==> config.mk <==
export PLATFORM = sky130hd
export DESIGN_NAME = integer_literal_parser_core
export DESIGN_NICKNAME = d
export VERILOG_FILES = /design/src/design/ilp_pkg.sv /design/src/design/integer_literal_parser_core.sv /design/src/design/ilp_front.sv /design/src/design/ilp_queue.sv /design/src/design/ilp_back.sv
export SDC_FILE = /design/constraint.sdc
export NUM_CORES = 1
export LEC_CHECK = 0
export BUFFER_PORTS_ARGS = -buffer_cell sky130_fd_sc_hd__buf_2
export CAP_MARGIN = 5
export CORE_MARGIN = 4
export CORE_UTILIZATION = 35
export DETAILED_ROUTE_END_ITERATION = 10
export PLACE_DENSITY_LB_ADDON = 0.1
export SLEW_MARGIN = 25
export SYNTH_ARGS = -nofsm -noshare
export SYNTH_HDL_FRONTEND = slang
export SYNTH_SLANG_ARGS = --single-unit
==> constraint.sdc <==
create_clock -name clk -period 7.8 [get_ports clk]
set_input_delay 1.17 -clock clk [delete_from_list [all_inputs] [get_ports clk]]
set_output_delay 1.17 -clock clk [all_outputs]
set_load 0.05 [all_outputs]
==> src/design/ilp_pkg.sv <==
// ----------------------------------------------------------------------------
// Integer literal parser - package
// Widths, character codes, beat class type and token phase shared by the parser modules and the testbench.
// ----------------------------------------------------------------------------
package ilp_pkg;

  localparam int VALUE_W = 16;
  localparam int COUNT_W = 8;
  localparam logic [COUNT_W-1:0] COUNT_MAX = {COUNT_W{1'b1}};

  localparam logic [7:0] CH_MINUS   = 8'h2d;
  localparam logic [7:0] CH_DOLLAR  = 8'h24;
  localparam logic [7:0] CH_ZERO    = 8'h30;
  localparam logic [7:0] CH_NINE    = 8'h39;
  localparam logic [7:0] CH_UP_A    = 8'h41;
  localparam logic [7:0] CH_UP_F    = 8'h46;
  localparam logic [7:0] CASE_MASK  = 8'h5f;
  localparam logic [7:0] CH_HIGHBIT = 8'h80;

  localparam int QUEUE_DEPTH = 2;
  localparam int QPTR_W      = $clog2(QUEUE_DEPTH);
  localparam int QCNT_W      = $clog2(QUEUE_DEPTH + 1);

  // Classified character, as carried from front to back.
  typedef struct packed {
    logic       term;      // code below '0'
    logic       minus;
    logic       dollar;
    logic       dec;       // '0'..'9'
    logic       hexl;      // a-f or A-F
    logic [3:0] dval;      // digit value when dec or hexl
  } class_t;

  typedef enum logic [1:0] {
    PH_SIGN   = 2'd0,
    PH_PREFIX = 2'd1,
    PH_DIGITS = 2'd2
  } phase_t;

endpackage

==> src/design/integer_literal_parser_core.sv <==
// ----------------------------------------------------------------------------
// Integer literal parser core
// Streams characters of a token and returns its integer value on the terminator.
// ----------------------------------------------------------------------------
// Throughput: one character per cycle, sustained, while results are taken.
// Path: a terminator is written into the class queue, then popped by the token
//   back end, which registers its result and drops empty.
// Reset (rst, synchronous, active high) empties both queues, clears the token
//   state and sets hex_default to 0 (base 10).
// ----------------------------------------------------------------------------
module integer_literal_parser_core (
  input  logic                                clk,
  input  logic                                rst,
  // configuration
  input  logic                                hex_default_we,
  input  logic                                hex_default,
  // character side
  input  logic                                push,
  output logic                                full,
  input  logic [7:0]                          char_code,
  // result side
  output logic                                empty,
  input  logic                                pop,
  output logic signed [ilp_pkg::VALUE_W-1:0]  value,
  output logic [ilp_pkg::COUNT_W-1:0]         digit_count,
  output logic                                is_number
);

  // Base selection register; the user must write it only while no token is in flight (not enforced here).
  logic            hex_dflt;

  ilp_pkg::class_t front_cls;
  ilp_pkg::class_t q_data;
  logic            q_empty;
  logic            q_pop;
  logic            res_valid;

  always_ff @(posedge clk) begin
    if (rst) begin
      hex_dflt <= 1'b0;
    end else if (hex_default_we) begin
      hex_dflt <= hex_default;
    end
  end

  // Front: classify the character as it arrives, with no token state.
  ilp_front u_front (
    .char_code (char_code),
    .cls       (front_cls)
  );

  // Decouple classification from the token state; full throttles the source.
  ilp_queue u_queue (
    .clk     (clk),
    .rst     (rst),
    .wr_en   (push && !full),
    .wr_data (front_cls),
    .full    (full),
    .rd_en   (q_pop),
    .rd_data (q_data),
    .empty   (q_empty)
  );

  // Back: advance the token state one beat per cycle; hold a terminator beat
  // only while the result slot is still occupied and not being popped.
  ilp_back u_back (
    .clk         (clk),
    .rst         (rst),
    .hex_default (hex_dflt),
    .q_empty     (q_empty),
    .q_data      (q_data),
    .q_pop       (q_pop),
    .res_valid   (res_valid),
    .res_take    (pop && res_valid),
    .res_value   (value),
    .res_count   (digit_count),
    .res_isnum   (is_number)
  );

  assign empty = !res_valid;

endmodule

==> src/design/ilp_front.sv <==
// ----------------------------------------------------------------------------
// Integer literal parser - front end
// Classifies each incoming character into sign, prefix, terminator or digit.
// ----------------------------------------------------------------------------
module ilp_front (
  input  logic [7:0]    char_code,
  output ilp_pkg::class_t cls
);

  logic [7:0] upper;

  always_comb begin
    upper      = char_code & ilp_pkg::CASE_MASK;
    cls.term   = char_code < ilp_pkg::CH_ZERO;
    cls.minus  = char_code == ilp_pkg::CH_MINUS;
    cls.dollar = char_code == ilp_pkg::CH_DOLLAR;
    cls.dec    = (char_code >= ilp_pkg::CH_ZERO) && (char_code <= ilp_pkg::CH_NINE);
    cls.hexl   = (char_code < ilp_pkg::CH_HIGHBIT) &&
                 (upper >= ilp_pkg::CH_UP_A) && (upper <= ilp_pkg::CH_UP_F);
    // letters: low nibble 1..6 maps to 10..15
    cls.dval   = cls.dec ? char_code[3:0] : (char_code[3:0] + 4'd9);
  end

endmodule

==> src/design/ilp_queue.sv <==
// ----------------------------------------------------------------------------
// Integer literal parser - class queue
// Short queue of classified beats between the front and the back end.
// ----------------------------------------------------------------------------
module ilp_queue (
  input  logic            clk,
  input  logic            rst,
  input  logic            wr_en,
  input  ilp_pkg::class_t wr_data,
  output logic            full,
  input  logic            rd_en,
  output ilp_pkg::class_t rd_data,
  output logic            empty
);

  ilp_pkg::class_t                 mem [ilp_pkg::QUEUE_DEPTH];
  logic [ilp_pkg::QPTR_W-1:0]      wr_ptr;
  logic [ilp_pkg::QPTR_W-1:0]      rd_ptr;
  logic [ilp_pkg::QCNT_W-1:0]      count;

  assign full    = count == ilp_pkg::QCNT_W'(ilp_pkg::QUEUE_DEPTH);
  assign empty   = count == '0;
  assign rd_data = mem[rd_ptr];

  always_ff @(posedge clk) begin
    if (wr_en) begin
      mem[wr_ptr] <= wr_data;
    end
  end

  always_ff @(posedge clk) begin
    if (rst) begin
      wr_ptr <= '0;
      rd_ptr <= '0;
      count  <= '0;
    end else begin
      if (wr_en) begin
        wr_ptr <= (wr_ptr == ilp_pkg::QPTR_W'(ilp_pkg::QUEUE_DEPTH - 1)) ? '0 : wr_ptr + 1'b1;
      end
      if (rd_en) begin
        rd_ptr <= (rd_ptr == ilp_pkg::QPTR_W'(ilp_pkg::QUEUE_DEPTH - 1)) ? '0 : rd_ptr + 1'b1;
      end
      case ({wr_en, rd_en})
        2'b10:   count <= count + 1'b1;
        2'b01:   count <= count - 1'b1;
        default: count <= count;
      endcase
    end
  end

endmodule

==> src/design/ilp_back.sv <==
// ----------------------------------------------------------------------------
// Integer literal parser - back end
// Runs the token state and accumulator, and holds the finished result.
// ----------------------------------------------------------------------------
module ilp_back (
  input  logic                                clk,
  input  logic                                rst,
  input  logic                                hex_default,
  input  logic                                q_empty,
  input  ilp_pkg::class_t                     q_data,
  output logic                                q_pop,
  output logic                                res_valid,
  input  logic                                res_take,
  output logic signed [ilp_pkg::VALUE_W-1:0]  res_value,
  output logic [ilp_pkg::COUNT_W-1:0]         res_count,
  output logic                                res_isnum
);

  logic [ilp_pkg::VALUE_W-1:0] acc, acc_next;
  logic                        neg, neg_next;
  logic                        hexm, hexm_next;
  ilp_pkg::phase_t             phase, phase_next;
  logic [ilp_pkg::COUNT_W-1:0] digits, digits_next;
  logic                        bad, bad_next;

  logic                        early, eff_hex, good, emit, ok;
  logic [ilp_pkg::VALUE_W-1:0] scaled, signed_acc;

  always_comb begin
    early = (phase == ilp_pkg::PH_SIGN) || (phase == ilp_pkg::PH_PREFIX);
    eff_hex = early ? hex_default : hexm;
    good    = q_data.dec || (eff_hex && q_data.hexl);
    scaled  = eff_hex ? (acc << 4) : ((acc << 3) + (acc << 1));
    ok      = (digits != '0) && !bad;
    signed_acc = neg ? (~acc + 1'b1) : acc;

    acc_next    = acc;
    neg_next    = neg;
    hexm_next   = hexm;
    phase_next  = phase;
    digits_next = digits;
    bad_next    = bad;
    emit        = 1'b0;

    if (phase == ilp_pkg::PH_SIGN && q_data.minus) begin
      neg_next   = 1'b1;
      phase_next = ilp_pkg::PH_PREFIX;
    end else if (early && q_data.dollar) begin
      hexm_next  = 1'b1;
      phase_next = ilp_pkg::PH_DIGITS;
    end else if (q_data.term) begin
      emit        = 1'b1;
      acc_next    = '0;
      neg_next    = 1'b0;
      hexm_next   = 1'b0;
      phase_next  = ilp_pkg::PH_SIGN;
      digits_next = '0;
      bad_next    = 1'b0;
    end else begin
      if (early) begin
        hexm_next  = hex_default;
        phase_next = ilp_pkg::PH_DIGITS;
      end
      if (!bad) begin
        if (!good) begin
          bad_next = 1'b1;
        end else begin
          acc_next = scaled + ilp_pkg::VALUE_W'(q_data.dval);
          if (digits != ilp_pkg::COUNT_MAX) begin
            digits_next = digits + 1'b1;
          end
        end
      end
    end

    // a terminator needs the result slot free, or freed this cycle
    q_pop = !q_empty && (!q_data.term || !res_valid || res_take);
  end

  always_ff @(posedge clk) begin
    if (rst) begin
      acc    <= '0;
      neg    <= 1'b0;
      hexm   <= 1'b0;
      phase  <= ilp_pkg::PH_SIGN;
      digits <= '0;
      bad    <= 1'b0;
    end else if (q_pop) begin
      acc    <= acc_next;
      neg    <= neg_next;
      hexm   <= hexm_next;
      phase  <= phase_next;
      digits <= digits_next;
      bad    <= bad_next;
    end
  end

  always_ff @(posedge clk) begin
    if (rst) begin
      res_valid <= 1'b0;
    end else if (q_pop && emit) begin
      res_valid <= 1'b1;
    end else if (res_take) begin
      res_valid <= 1'b0;
    end
  end

  always_ff @(posedge clk) begin
    if (q_pop && emit) begin
      res_value <= ok ? signed_acc : '0;
      res_count <= ok ? digits : '0;
      res_isnum <= ok;
    end
  end

endmodule

After elaboration in Yosys (flattened, before gate mapping)

Memories as Yosys holds them, arrays and structs flattened. A register that Yosys moved wholly into a read port is not among the register bits.
Index checks and enable logic that the tools add are counted.

Flip-flop bits (word level): 60
Bits in latches: 0
Bits in writable memories: 18
ROM bits: 0
Input bits: 14
Memories kept: 1

Memory list:

| memory      | words | width | rd ports | clocked after memory_dff | write ports | RTL line        | source |
|---|---|---|---|---|---|---|---|
| u_queue.mem | 2     | 9     | 1        | 1                        | 1           | ilp_queue.sv:16 | `ilp_pkg::class_t mem [ilp_pkg::QUEUE_DEPTH];` |

Add/subtract/negate cells: 9
Multiply operators: 0
Div/mod/pow operators: 0
Magnitude comparators: 6
Eq/ne operators: 9
Shift operators: 0
Mux-type cells: 35
Bitwise logic cells: 3
Reduce and logical (&&, ||, !) cells: 35

Operators with widths:

| operator                                                           | number |
|---|---|
| two-way mux 16 bit                                                 | 5 |
| two-way mux 8 bit                                                  | 4 |
| two-way mux 1 bit                                                  | 20 |
| adder 16 x 1 -> 16 bit (second input constant)                     | 1 |
| adder 16 bit                                                       | 1 |
| adder 16 x 4 -> 16 bit                                             | 1 |
| == test 8 x 6 -> 1 bit (second input constant)                     | 2 |
| NOT 16 bit                                                         | 1 |
| logical AND 1 bit                                                  | 11 |
| nonzero test 2 bit                                                 | 5 |
| adder 8 x 1 -> 8 bit (second input constant)                       | 1 |
| greater-or-equal comparator 8 x 6 -> 1 bit (second input constant) | 1 |
| less-or-equal comparator 8 x 6 -> 1 bit (second input constant)    | 1 |
| < comparator 8 x 6 -> 1 bit (second input constant)                | 1 |
| < comparator 8 bit (second input constant)                         | 1 |
| two-way mux 2 bit                                                  | 4 |
| != test 8 bit (second input constant)                              | 1 |
| nonzero test 8 bit                                                 | 1 |
| greater-or-equal comparator 7 bit (second input constant)          | 1 |
| less-or-equal comparator 7 bit (second input constant)             | 1 |
| AND reduction 3 bit                                                | 2 |
| AND reduction 6 bit                                                | 1 |
| logical NOT 1 bit                                                  | 5 |
| AND reduction 5 bit                                                | 1 |
| other kinds (14)                                                   | 24 |

Depth between registers and ports, before layout

Gate-level depths: netlist (run 1).

Word-level depth: 8
Gate-level depth with buffers: 13
Gate-level depth less buffers: 10

Modules after synthesis

A second synthesis (run 1) with hierarchy kept.

Cells, all modules: 446
Area total of the unflattened synthesis: 4554.4 um^2

Modules (own cells, without submodules):

| module                      | instances | cells an instance | area an instance (um^2) | sequential area each (um^2) |
|---|---|---|---|---|
| ilp_back                    | 1         | 356               | 3389.5                  | 1351.3 |
| ilp_queue                   | 1         | 50                | 852.1                   | 640.6 |
| ilp_front                   | 1         | 34                | 262.8                   | 0.0 |
| integer_literal_parser_core | 1         | 6                 | 50.0                    | 20.0 |

Worst setup path after synthesis (run 1)

No wires, ideal clock.

Path type: reg-to-reg
Start point: reg u_back.acc[2] (netlist name)
End point: reg u_back.acc[11] (netlist name)
Setup time: 0.117 ns
Data arrival time: 2.738 ns
Required time: 7.683 ns
Slack: 4.945 ns
Cell stages (with the launch flop): 11
Period minus slack after synthesis: 2.855 ns
Cells stage by stage: dfxtp_1 > ha_1 > fa_1 > a211oi_2 > o21ai_0 > a221oi_1 > nand4_1 > and2_2 > or3b_1 > xor2_1 > a22o_1

Word-level cells in the longest chain between the ends: 6

RTL lines:

| what                       | RTL line       | source |
|---|---|---|
| from (decl)                | ilp_back.sv:19 | `logic [ilp_pkg::VALUE_W-1:0] acc, acc_next;` |
| from (signal assigned)     | ilp_back.sv:89 | `acc <= acc_next;` |
| adder 16 bit               | ilp_back.sv:33 | `scaled = eff_hex ? (acc << 4) : ((acc << 3) + (acc << 1));` |
| two-way mux 16 bit (*)     | ilp_back.sv:33 |  |
| adder 16 x 4 -> 16 bit (*) | ilp_back.sv:68 | `acc_next = scaled + ilp_pkg::VALUE_W'(q_data.dval);` |
| two-way mux 16 bit (*)     | ilp_back.sv:65 | `if (!good) begin` |
| two-way mux 16 bit (*)     | ilp_back.sv:64 | `if (!bad) begin` |
| two-way mux 16 bit (*)     | ilp_back.sv:51 | `end else if (q_data.term) begin` |

Every way passes the cells marked *; elsewhere a longest branch is shown, timed or not. The select of a mux whose other input is x is not followed.
A chain may end at the register's enable or synchronous reset.

Worst setup path in the final report (run 1)

Start point: reg u_back.acc[2] (netlist name)
End point: reg u_back.acc[15] (netlist name)

Same word-level chain as after synthesis.

==> results of run 1 <==
per-layer routing:
metal  up-vias  part of all wire  track usage
li1       1781                 -            -
met4         0             0.013       0.0478
met5         -                 0            0
met2        67              0.43        0.197
met3        10             0.036       0.0224
met1      1559              0.52        0.180
path summary, 6_finish.rpt:
kind                   startpoint              end
setup / recovery    u_back.acc[2]   u_back.acc[15]
hold / removal    u_back.phase[0]  u_back.phase[0]
setup reg to reg    u_back.acc[2]   u_back.acc[15]
hold reg to reg   u_back.phase[0]  u_back.phase[0]
worst max-delay path, delay by kind of cell, from the launching register on:
kind            cells  cell delay, ns
simple gates        2            0.44
compound gates      5            1.39
flops               1            0.39
fa+ha+maj           2            0.71
xor+xnor            1            0.11
synth_stat cells (3+ instances only):
library cell,count
a2111oi_0,3
a211o_1,4
a211oi_1,3
a21o_1,4
a21oi_1,22
a22o_1,15
a31oi_1,3
and3_1,6
buf_2,6
clkbuf_1,5
dfxtp_1,36
edfxtp_1,43
ha_1,24
inv_1,20
mux2_2,7
mux2i_1,8
nand2_1,34
nand2b_1,6
nand3_1,8
nand4_1,4
nor2_1,57
nor2b_1,8
nor3_1,14
o21a_1,5
o21ai_0,17
o311ai_0,3
o31ai_1,4
or2_2,3
or3_1,5
or4_1,3
xnor2_1,16
xor2_1,26
registers in the layout, indices dropped and copies added (netlist names), named ones only:
| signal | cells |
|---|---|
| u_queue.wr_ptr | 1 |
| u_queue.rd_ptr | 1 |
| u_back.digits | 8 |
| u_back.phase | 2 |
| u_back.neg | 1 |
| u_queue.mem | 18 |
| hex_dflt | 1 |
| u_back.res_valid | 1 |
| u_back.hexm | 1 |
| u_back.res_count | 8 |
| u_back.acc | 16 |
| u_back.res_value | 16 |
| u_back.bad | 1 |
| u_queue.count | 2 |
| u_back.res_isnum | 1 |
report_power, final:
part           leakage [nW]  switching (mW)  total [mW]  internal (mW)
sequential            0.701          0.0512       0.558          0.506
combinational          1.23           0.249       0.369          0.119
clock                 0.154           0.156       0.432          0.276
per-stage QoR:
step	setup slack (ns)	power [mW]	utilization	instance area, µm²	hold WS [ns]
floorplan	4.94	0.862	-	4640	0.462
global placement	4.74	0.938	0.390	5000	0.476
detailed placement	4.67	0.941	0.390	5000	0.498
CTS	4.66	1.38	0.415	5320	0.511
global route	4.41	1.45	0.415	5320	0.536
finish	4.65	1.36	0.415	5320	0.506
logic make-up after synthesis:
logic type | after synthesis | share of synthesized area
buf+inv | 34 | 0.0323
flops | 79 | 0.433
fa+ha+maj | 26 | 0.0733
xor+xnor | 42 | 0.0792
mux | 17 | 0.0423
compound gates | 105 | 0.164
simple gates | 162 | 0.175
layout make-up:
cell class,instances,area [µm²]
tap,172,215
multi-input combinational,352,2480
fill,1274,7510
inverter,20,75.1
clock buffer,12,268
clock inverter,4,51.3
sequential,79,2010
timing repair buffer,42,215
==> results.md, run 1 <==
- Root Driver: clkbuf_16
- Final Setup Violations: 0
- Pins Over Slew Limit: 0
- Seq/Total Area, Yosys: 0.433
- Pwr dens: 255 mW/mm²
- CTS Hold Buffers Added: 0
- Initial antenna violation count: 0
- Share of cells above drive strength 1: 0.159
- Synth area leader: edfxtp_1
- Wirelength per Cell: 13.3 µm
- Dominant cells by area after synthesis: edfxtp_1, dfxtp_1, ha_1
- Maximum VDD drop: 104 µV
- Worst hold-check path type: register to register
- Synth-to-Final Area Change: 14.5%
- Synth top area share: 0.278
- Flop2flop setup slack: approximately 4.7 ns
- Vias in the first global route: 3266
- LEAKAGE: 2.08 nW
- Worst Path Arrival: 3.36 ns
- Crit path cell chain: ha_1 > fa_1 > a211oi_2 > o211ai_2 > a2111oi_0 > nor3_1 > a211o_1 > nor4_2 > xor2_1 > a22o_1
- Max Fclk: 0.318 GHz
- Placed cells: 665
- Critical Path Max Stage Delay: about 0.45 ns
- DRT iter0 DRCs: 213
- Placer Congestion: 0.826
- Synth Area per Inst: 9.99 µm²
- Startpoint types: register
- Longest Clk Path Bufs: 2
- Final Cycle Share: 0.403
- CP max-delay cell: fa_1
- Worst hold stages: 2
- All-Layer GR Usage: 0.128
- Diode count: 0
- Total CTS buffers: 9
- Post-route insts no fill: a little under 700
- Async SR Flop Fraction: 0
- Fin Setup TNS: 0 ns
- Final ANT Viol Nets: 0
- Worst-path clk slew: 0.06 ns
- Most common cell after layout, fill and taps aside: nor2_1
- DR pass1 iterations: 7
- Total grt overflow: 0
- Post-CTS Setup Bufs: 0
- Req. time, crit path: 8.02 ns
- # IOs: 41
- # rows: just over 40
- Worst-margin pin slew: 1.06 ns
- Dominant synthesized flop cell: edfxtp_1
- Skew-Pair Late Insertion Delay: 0.33 ns
- Worst Skew: 0.00579 ns
- Register-to-Register Path Depth: 10
- Mapped Nets: 505
- Worst slew margin: 0.289
- Post-layout min period: 3.15 ns
- Post-Synthesis Cell Area: 0.00464 mm²
- Number of gates resized after cts: 0
- Pin count of the biggest net entering global routing: 28
- Routed wire length: 9.04 mm
- Via count: ~3.4k
- Final hold vios: 0
- Yosys reg bits: 79
- HPWL after DPL: ~6.9 mm
- Yosys cell types: 66
- Maxcap violations: 0
- Initial core utilization: 0.362
- Vias/cell: 5.02
- Setup repair after global routing missed its margin: false
- CP endpoint kind: register
- Post-synth EDFFs: 43
- CTS tree: built
- Port Buffers: 40
- DR DRC count: 0
- Total clock sinks: 79
- Outcome: finished, final reports clean
- Most frequent cells in the layout: nor2_1, edfxtp_1, buf_2, dfxtp_1, nand2_1
- Fin nets: 544
- First-pass GRT wire length: 15.6 mm
- Crit Path Class: register to register
- Die W: 123 µm
- Number of synthesis warnings: 0
- Cell count after synthesis: 465
- Die Ht: 123 µm
- H-tree level count: 3
- Worst Path Max Fanout: 8
- Die area: 0.0152 mm²
- Area of the core: 0.0128 mm²
No activity file was read; power rests on OpenSTA's default activity.
==> run 2, diff against run 1 <==
==> constraint.sdc (replaced) <==
create_clock -name clk -period 3.17 [get_ports clk]
set_input_delay 0.4755 -clock clk [delete_from_list [all_inputs] [get_ports clk]]
set_output_delay 0.4755 -clock clk [all_outputs]
set_load 0.05 [all_outputs]
==> run 2 against run 1 <==
Net effect: setup slack lost 4.5 ns; fmax is 3.9% higher; global-route usage is 0.68 points higher; critical path type unchanged; largest power group unchanged.
==> results.md, run 2 (same netlist as run 1, synthesis figures left out) <==
- Top Registers: u_queue.mem: 18 flops, u_back.acc: 16 flops, u_back.res_value: 16 flops
- Outcome: finished, final reports clean
- Root Driver: clkbuf_16
- Initial core utilization: 0.362
- Routed wire length: 9.49 mm
- Cell Int Power: 2.18 mW
- Die area: between 0.015 and 0.02 mm²
- First-pass GRT wire length: roughly 16 mm
- Port Buffers: 40
- All-Layer GR Usage: 0.135
- CP max-delay cell: a2111oi_0
- CP endpoint kind: register
- # IOs: 41
- Seq pwr share: 0.407
- # rows: 41
- Synth-to-Final Area Change: 17.7%
- Crit path cell chain: ha_2 > fa_2 > a211oi_4 > o211ai_2 > a2111oi_0 > nor3_1 > a211o_4 > nor4_4 > xor2_1 > a22o_1
- Wirelength per Cell: between 10 and 15 µm
- Pin count of the biggest net entering global routing: 28
- Req. time, crit path: about 3.4 ns
- Max Fclk: approximately 0.33 GHz
- Final ANT Viol Nets: 0
- Share of cells above drive strength 1: 0.198
- Pwr dens: roughly 610 mW/mm²
- Post-layout min period: 3.03 ns
- CP Buf/Inv Count: 0
- Crit path launch: u_back.acc[0]
- LEAKAGE: 2.18 nW
- DRT iter0 DRCs: around 210
- Count of filler cells inserted in the layout: 1272
- Worst Path Max Fanout: 4
- H-tree level count: 3
- Final Setup Violations: 0
- Placer Congestion: 0.817
- CTS Hold Buffers Added: 0
- Worst hold-check path type: input port to register
- Critical Path Max Stage Delay: around 0.43 ns
- Crit-path leading delay family: compound AO/OA/AOI/OAI gates
- Logic pwr share: 0.289
- Worst setup path end: u_back.acc[15]
- Most frequent cells in the layout: nor2_1, edfxtp_1, buf_2, dfxtp_1, nand2_1
- Flop2flop setup slack: 0.14 ns
- Total grt overflow: 0
- Clock power frac: 0.304
- Area of the core: 0.0128 mm²
- Worst-margin pin slew: roughly 0.74 ns
- Vias/cell: 5.01
- Number of flip-flops under the largest register name: 18
- Longest Clk Path Bufs: 2
- Maximum VDD drop: 278 µV
- Crit Path Class: register to register
- Switching share of total power: 0.347
- Final hold vios: 0
- Worst-path clk slew: 0.06 ns
- Design area: 0.00547 mm²
- DR pass1 iterations: 4
- Switch Pwr: ~1.2 mW
- Die W: approximately 120 µm
- Initial antenna violation count: 0
- Via count: 3500
- Final Cycle Share: 0.955
- Total clock sinks: 79
- Fin nets: 561
- CTS tree: built
- Area after DPL: 0.00511 mm²
- Largest register by flop count: u_queue.mem
- Worst Skew: 0.0103 ns
- Die Ht: 123 µm
- Worst slew margin: 0.506
- CP Depth: 10
- Register-to-Register Path Depth: 10
- Skew-Pair Late Insertion Delay: 0.33 ns
- Total CTS buffers: 9
- Most common cell after layout, fill and taps aside: nor2_1
- Worst Path Arrival: 3.25 ns
- Reg-to-Reg Start: u_back.acc[0]
- FF-to-FF End: u_back.acc[15]
- Vias in the first global route: 3289
- Pins Over Slew Limit: 0
- Maxcap violations: 0
- DR DRC count: 0
- Hold_ws: 0.399 ns
- Startpoint types: register
- HPWL after DPL: 7.20 mm
- Diode count: 0
==> run 2: area by class of cell <==
class,count,area [µm²],area share
flip-flops and latches,79,2010,0.368
multi-input cells,352,2520,0.462
well taps,172,215,0.0394
clock buffers,9,225,0.0412
clock inverters,7,71.3,0.0130
inverters,20,75.1,0.0137
repair buffers,59,343,0.0627
==> run 2: timing repair <==
action,4_1_cts,5_1_grt
setup endpoints to repair,0,5
buffers inserted,0,2
resized for setup,0,9
==> run 2: per-layer routing <==
layer  wire length (µm)  up-vias  GRT usage
li1                   -     1818          -
met1               5060     1609      0.200
met2               3880       63      0.195
met3                400       10     0.0247
met4                151        0     0.0478
met5                  0        -          0
==> run 2: how the worst min path moves through the flow <==
stage,startpoint,to,slack (ns),depth (start not counted)
6_report,hex_default,hex_dflt,0.40,3
5_1_grt,hex_default,hex_dflt,0.39,3
3_5_place_dp,u_back.phase[0],u_back.phase[0],0.48,2
3_3_place_gp,u_back.phase[0],u_back.phase[0],0.48,2
4_1_cts,hex_default,hex_dflt,0.39,3
2_1_floorplan,u_back.phase[0],u_back.phase[0],0.46,2
==> run 2: power by group through the flow <==
stage,clock [mW],combinational [mW],sequential [mW]
global route,1.10,1.07,1.38
CTS,1.05,0.979,1.36
detailed placement,0,0.974,1.38
global placement,0,0.970,1.37
finish,1.01,0.965,1.36
floorplan,0,0.635,1.49
==> run 2: tightest hold or removal path, stage by stage <==
cell and delay, ns:
buf_2 0.07, mux2i_1 0.06, nor2_1 0.08
==> run 2: stage by stage <==
step / power, mW / utilization / instances / setup WS [ns] / TNS [ns]
floorplan: 2.12 / - / 465 / 0.315 / 0
global placement: 2.34 / 0.399 / 680 / 0.182 / 0
detailed placement: 2.35 / 0.399 / 680 / 0.0601 / 0
CTS: 3.39 / 0.422 / 696 / 0.0465 / 0
global route: 3.55 / 0.426 / 698 / -0.0140 / -0.0140
finish: 3.33 / 0.426 / 698 / 0.144 / 0
==> run 3, diff against run 2 <==
--- a/config.mk
+++ b/config.mk
@@ -5,12 +5,14 @@
 export SDC_FILE = /design/constraint.sdc
 export NUM_CORES = 1
 export LEC_CHECK = 0
+export ABC_AREA = 1
 export BUFFER_PORTS_ARGS = -buffer_cell sky130_fd_sc_hd__buf_2
 export CAP_MARGIN = 5
 export CORE_MARGIN = 4
 export CORE_UTILIZATION = 35
 export DETAILED_ROUTE_END_ITERATION = 10
 export PLACE_DENSITY_LB_ADDON = 0.1
+export SKIP_LAST_GASP = 1
 export SLEW_MARGIN = 25
 export SYNTH_ARGS = -nofsm -noshare
 export SYNTH_HDL_FRONTEND = slang
==> run 3 against run 2 <==
Net effect: utilization decreased by 1.6 points; die area grew 5.9%; critical path depth rose by 7; hold slack worse by 0.0060 ns; synthesized cell count up 35%; fmax up 19%; power increased by 29%; sequential power is 4% higher; critical endpoint unchanged; routed wire length up 19%.
==> results.md, run 3 <==
- Number of flip-flops under the largest register name: 18
- Cell count after synthesis: ~630
- Switch Pwr: 1.76 mW
- Logic pwr share: 0.397
- Seq/Total Area, Yosys: 0.408
- Most common cell after layout, fill and taps aside: nand2_1
- Post-synth EDFFs: 43
- DR pass1 iterations: 4
- Crit Path Class: register to register
- DR DRC count: 0
- Worst slew margin: 0.463
- Number of synthesis warnings: 0
- Async SR Flop Fraction: 0
- Worst hold-check path type: input port to register
- Initial antenna violation count: 0
- Most frequent cells in the layout: nand2_1, inv_1, nor2_1, edfxtp_1, nand3_1
- Placed cells: 842
- Port Buffers: 40
- Worst-margin pin slew: roughly 0.8 ns
- Worst-path clk slew: 0.06 ns
- Post-layout min period: 2.54 ns
- Routed wire length: 11.3 mm
- Share of cells above drive strength 1: 0.156
- Total clock sinks: slightly below 80
- Worst hold stages: 3
- Startpoint types: register
- Vias in the first global route: about 4.0k
- Vias/cell: 4.85
- Worst Path Max Fanout: 11
- Startpoint of the worst hold path: hex_default
- Cell Int Power: 2.53 mW
- # IOs: about 40
- Die W: around 130 µm
- Final Setup Violations: 0
- H-tree level count: 3
- # rows: 43
- Register-to-Register Path Depth: 17
- Most frequent cells after synthesis: nand2_1, inv_1, nor2_1
- Via count: about 4.2k
- Pre-CTS setup slack: 0.639 ns
- Seq pwr share: 0.330
- Reg-to-Reg Start: u_back.phase[1]
- Skew-Pair Late Insertion Delay: 0.34 ns
- All-Layer GR Usage: 0.146
- Fin nets: slightly above 700
- CTS tree: built
- Synth-to-Final Area Change: 14.8%
- Pin count of the biggest net entering global routing: 26
- Pins Over Slew Limit: 0
- Area of the core: around 0.014 mm²
- Total CTS buffers: 9
- Synth top area share: 0.262
- Yosys reg bits: roughly 80
- Clock power frac: 0.274
- Mapped Nets: 668
- Largest register by flop count: u_queue.mem
- Placer Congestion: 0.785
- Synth area leader: edfxtp_1
- Initial core utilization: 0.357
- LEAKAGE: 2.45 nW
- Post-CTS Setup Bufs: 0
- Switching share of total power: 0.410
- Yosys cell types: 51
- Diode count: 0
- CTS Hold Buffers Added: 0
- Worst Slack Setup Final: between 0.6 and 0.7 ns
- FF-to-FF End: u_back.acc[15]
- Die Ht: between 100 and 150 µm
- HPWL after DPL: just under 9 mm
- Outcome: finished, final reports clean
- Setup repair after global routing missed its margin: false
- Dominant cells by area after synthesis: edfxtp_1, dfxtp_1, nand2_1
- Most frequent cell after synthesis: nand2_1
- Flop2flop setup slack: 0.63 ns
- First-pass GRT wire length: between 15 and 20 mm
- Number of gates resized after cts: 0
- Fin Setup TNS: 0 ns
- Final Cycle Share: 0.802
- Worst Path Arrival: between 2 and 3 ns
- Final Power: 4.29 mW
- Maxcap violations: 0
- Req. time, crit path: 3.40 ns
- Post-route insts no fill: 858
- Maximum VDD drop: 455 µV
- Worst Skew: 0.00588 ns
- Synth Area per Inst: 7.86 µm²
- Wirelength per Cell: 13.2 µm
- Max Fclk: 0.393 GHz
- Die area: 0.0161 mm²
- Dominant synthesized flop cell: edfxtp_1
- Longest Clk Path Bufs: 2
- Pwr dens: 756 mW/mm²
- Total grt overflow: 0
- Post-Synthesis Cell Area: 0.00494 mm²
- CP endpoint kind: register
- Final ANT Viol Nets: 0
- Final hold vios: 0
- DRT iter0 DRCs: approximately 210
- Hold EP: hex_dflt
- Root Driver: clkbuf_16
- Top Registers: u_queue.mem: 18 flops, u_back.acc: 16 flops, u_back.res_value: 16 flops
==> run 3: changes by cell type after synthesis, sizes merged, moves of 16 or more <==
cell / delta
nand3: +39
nor2: +20
a21oi: +20
inv: +72
a22o: -16
nand2: +121
xor2: -20
==> run 3: worst max-delay path by stage <==
stage	start	endpoint
6_report	u_back.phase[1]	u_back.acc[15]
5_1_grt	u_back.phase[1]	u_back.acc[15]
4_1_cts	u_back.phase[1]	u_back.acc[15]
3_5_place_dp	u_back.phase[1]	u_back.acc[15]
3_3_place_gp	register	u_back.acc[15]
2_1_floorplan	u_back.res_valid	u_back.digits[5]
==> run 3: power groups by stage <==
stage	clock network [mW]	registers, mW	logic (mW)
3_5_place_dp	0	1.44	1.72
3_3_place_gp	0	1.44	1.71
6_report	1.17	1.42	1.70
5_1_grt	1.26	1.44	1.92
4_1_cts	1.20	1.42	1.72
2_1_floorplan	0	1.55	1.23
==> run 3: per-stage QoR <==
stage                     utilization  hold slack (ns)  cell area, µm²
after floorplan                     -            0.426            4940
final                           0.410            0.393            5670
after global placement          0.386            0.435            5330
after detailed placement        0.386            0.445            5330
after CTS                       0.410            0.376            5670
after global routing            0.410            0.384            5670
==> run 3: final cells by class <==
type	count	area (µm²)
multi-input cells	448	2520
fillers	1437	8160
well taps	180	225
inverters	93	362
clock inverters	6	108
clock buffers	10	229
repair buffers	42	215
flip-flops and latches	79	2010
==> run 3: metal layers <==
metal,up-vias,GRT usage,routed length (µm)
met5,-,0,0
met4,0,0.0448,219
met3,19,0.0345,344
met2,72,0.253,5560
met1,1899,0.181,5170
li1,2175,-,-
==> run 3: logic make-up after synthesis <==
| group | share of synthesized area |
|---|---|
| and+or+nand+nor | 0.315 |
| DFF | 0.408 |
| AOI/OAI and AO/OA | 0.109 |
| adders and majority gates | 0.0689 |
| buffers and inverters | 0.0829 |
| xor gates and xnor gates | 0.0160 |
==> run 3: worst max-delay path, cell delays in order (launching register included) <==
cell and delay, ns:
dfxtp_1 0.42, inv_2 0.07, nand2_2 0.08, nand2_2 0.17, nor2_1 0.16, ha_1 0.20
fa_1 0.21, nand2_1 0.07, nand2_1 0.06, nand3_1 0.15, nor2_4 0.11, nand3_2 0.09
nor2_4 0.14, nand3_4 0.10, nor2_4 0.15, nand4_1 0.10, nand3_1 0.10, nand2_1 0.05
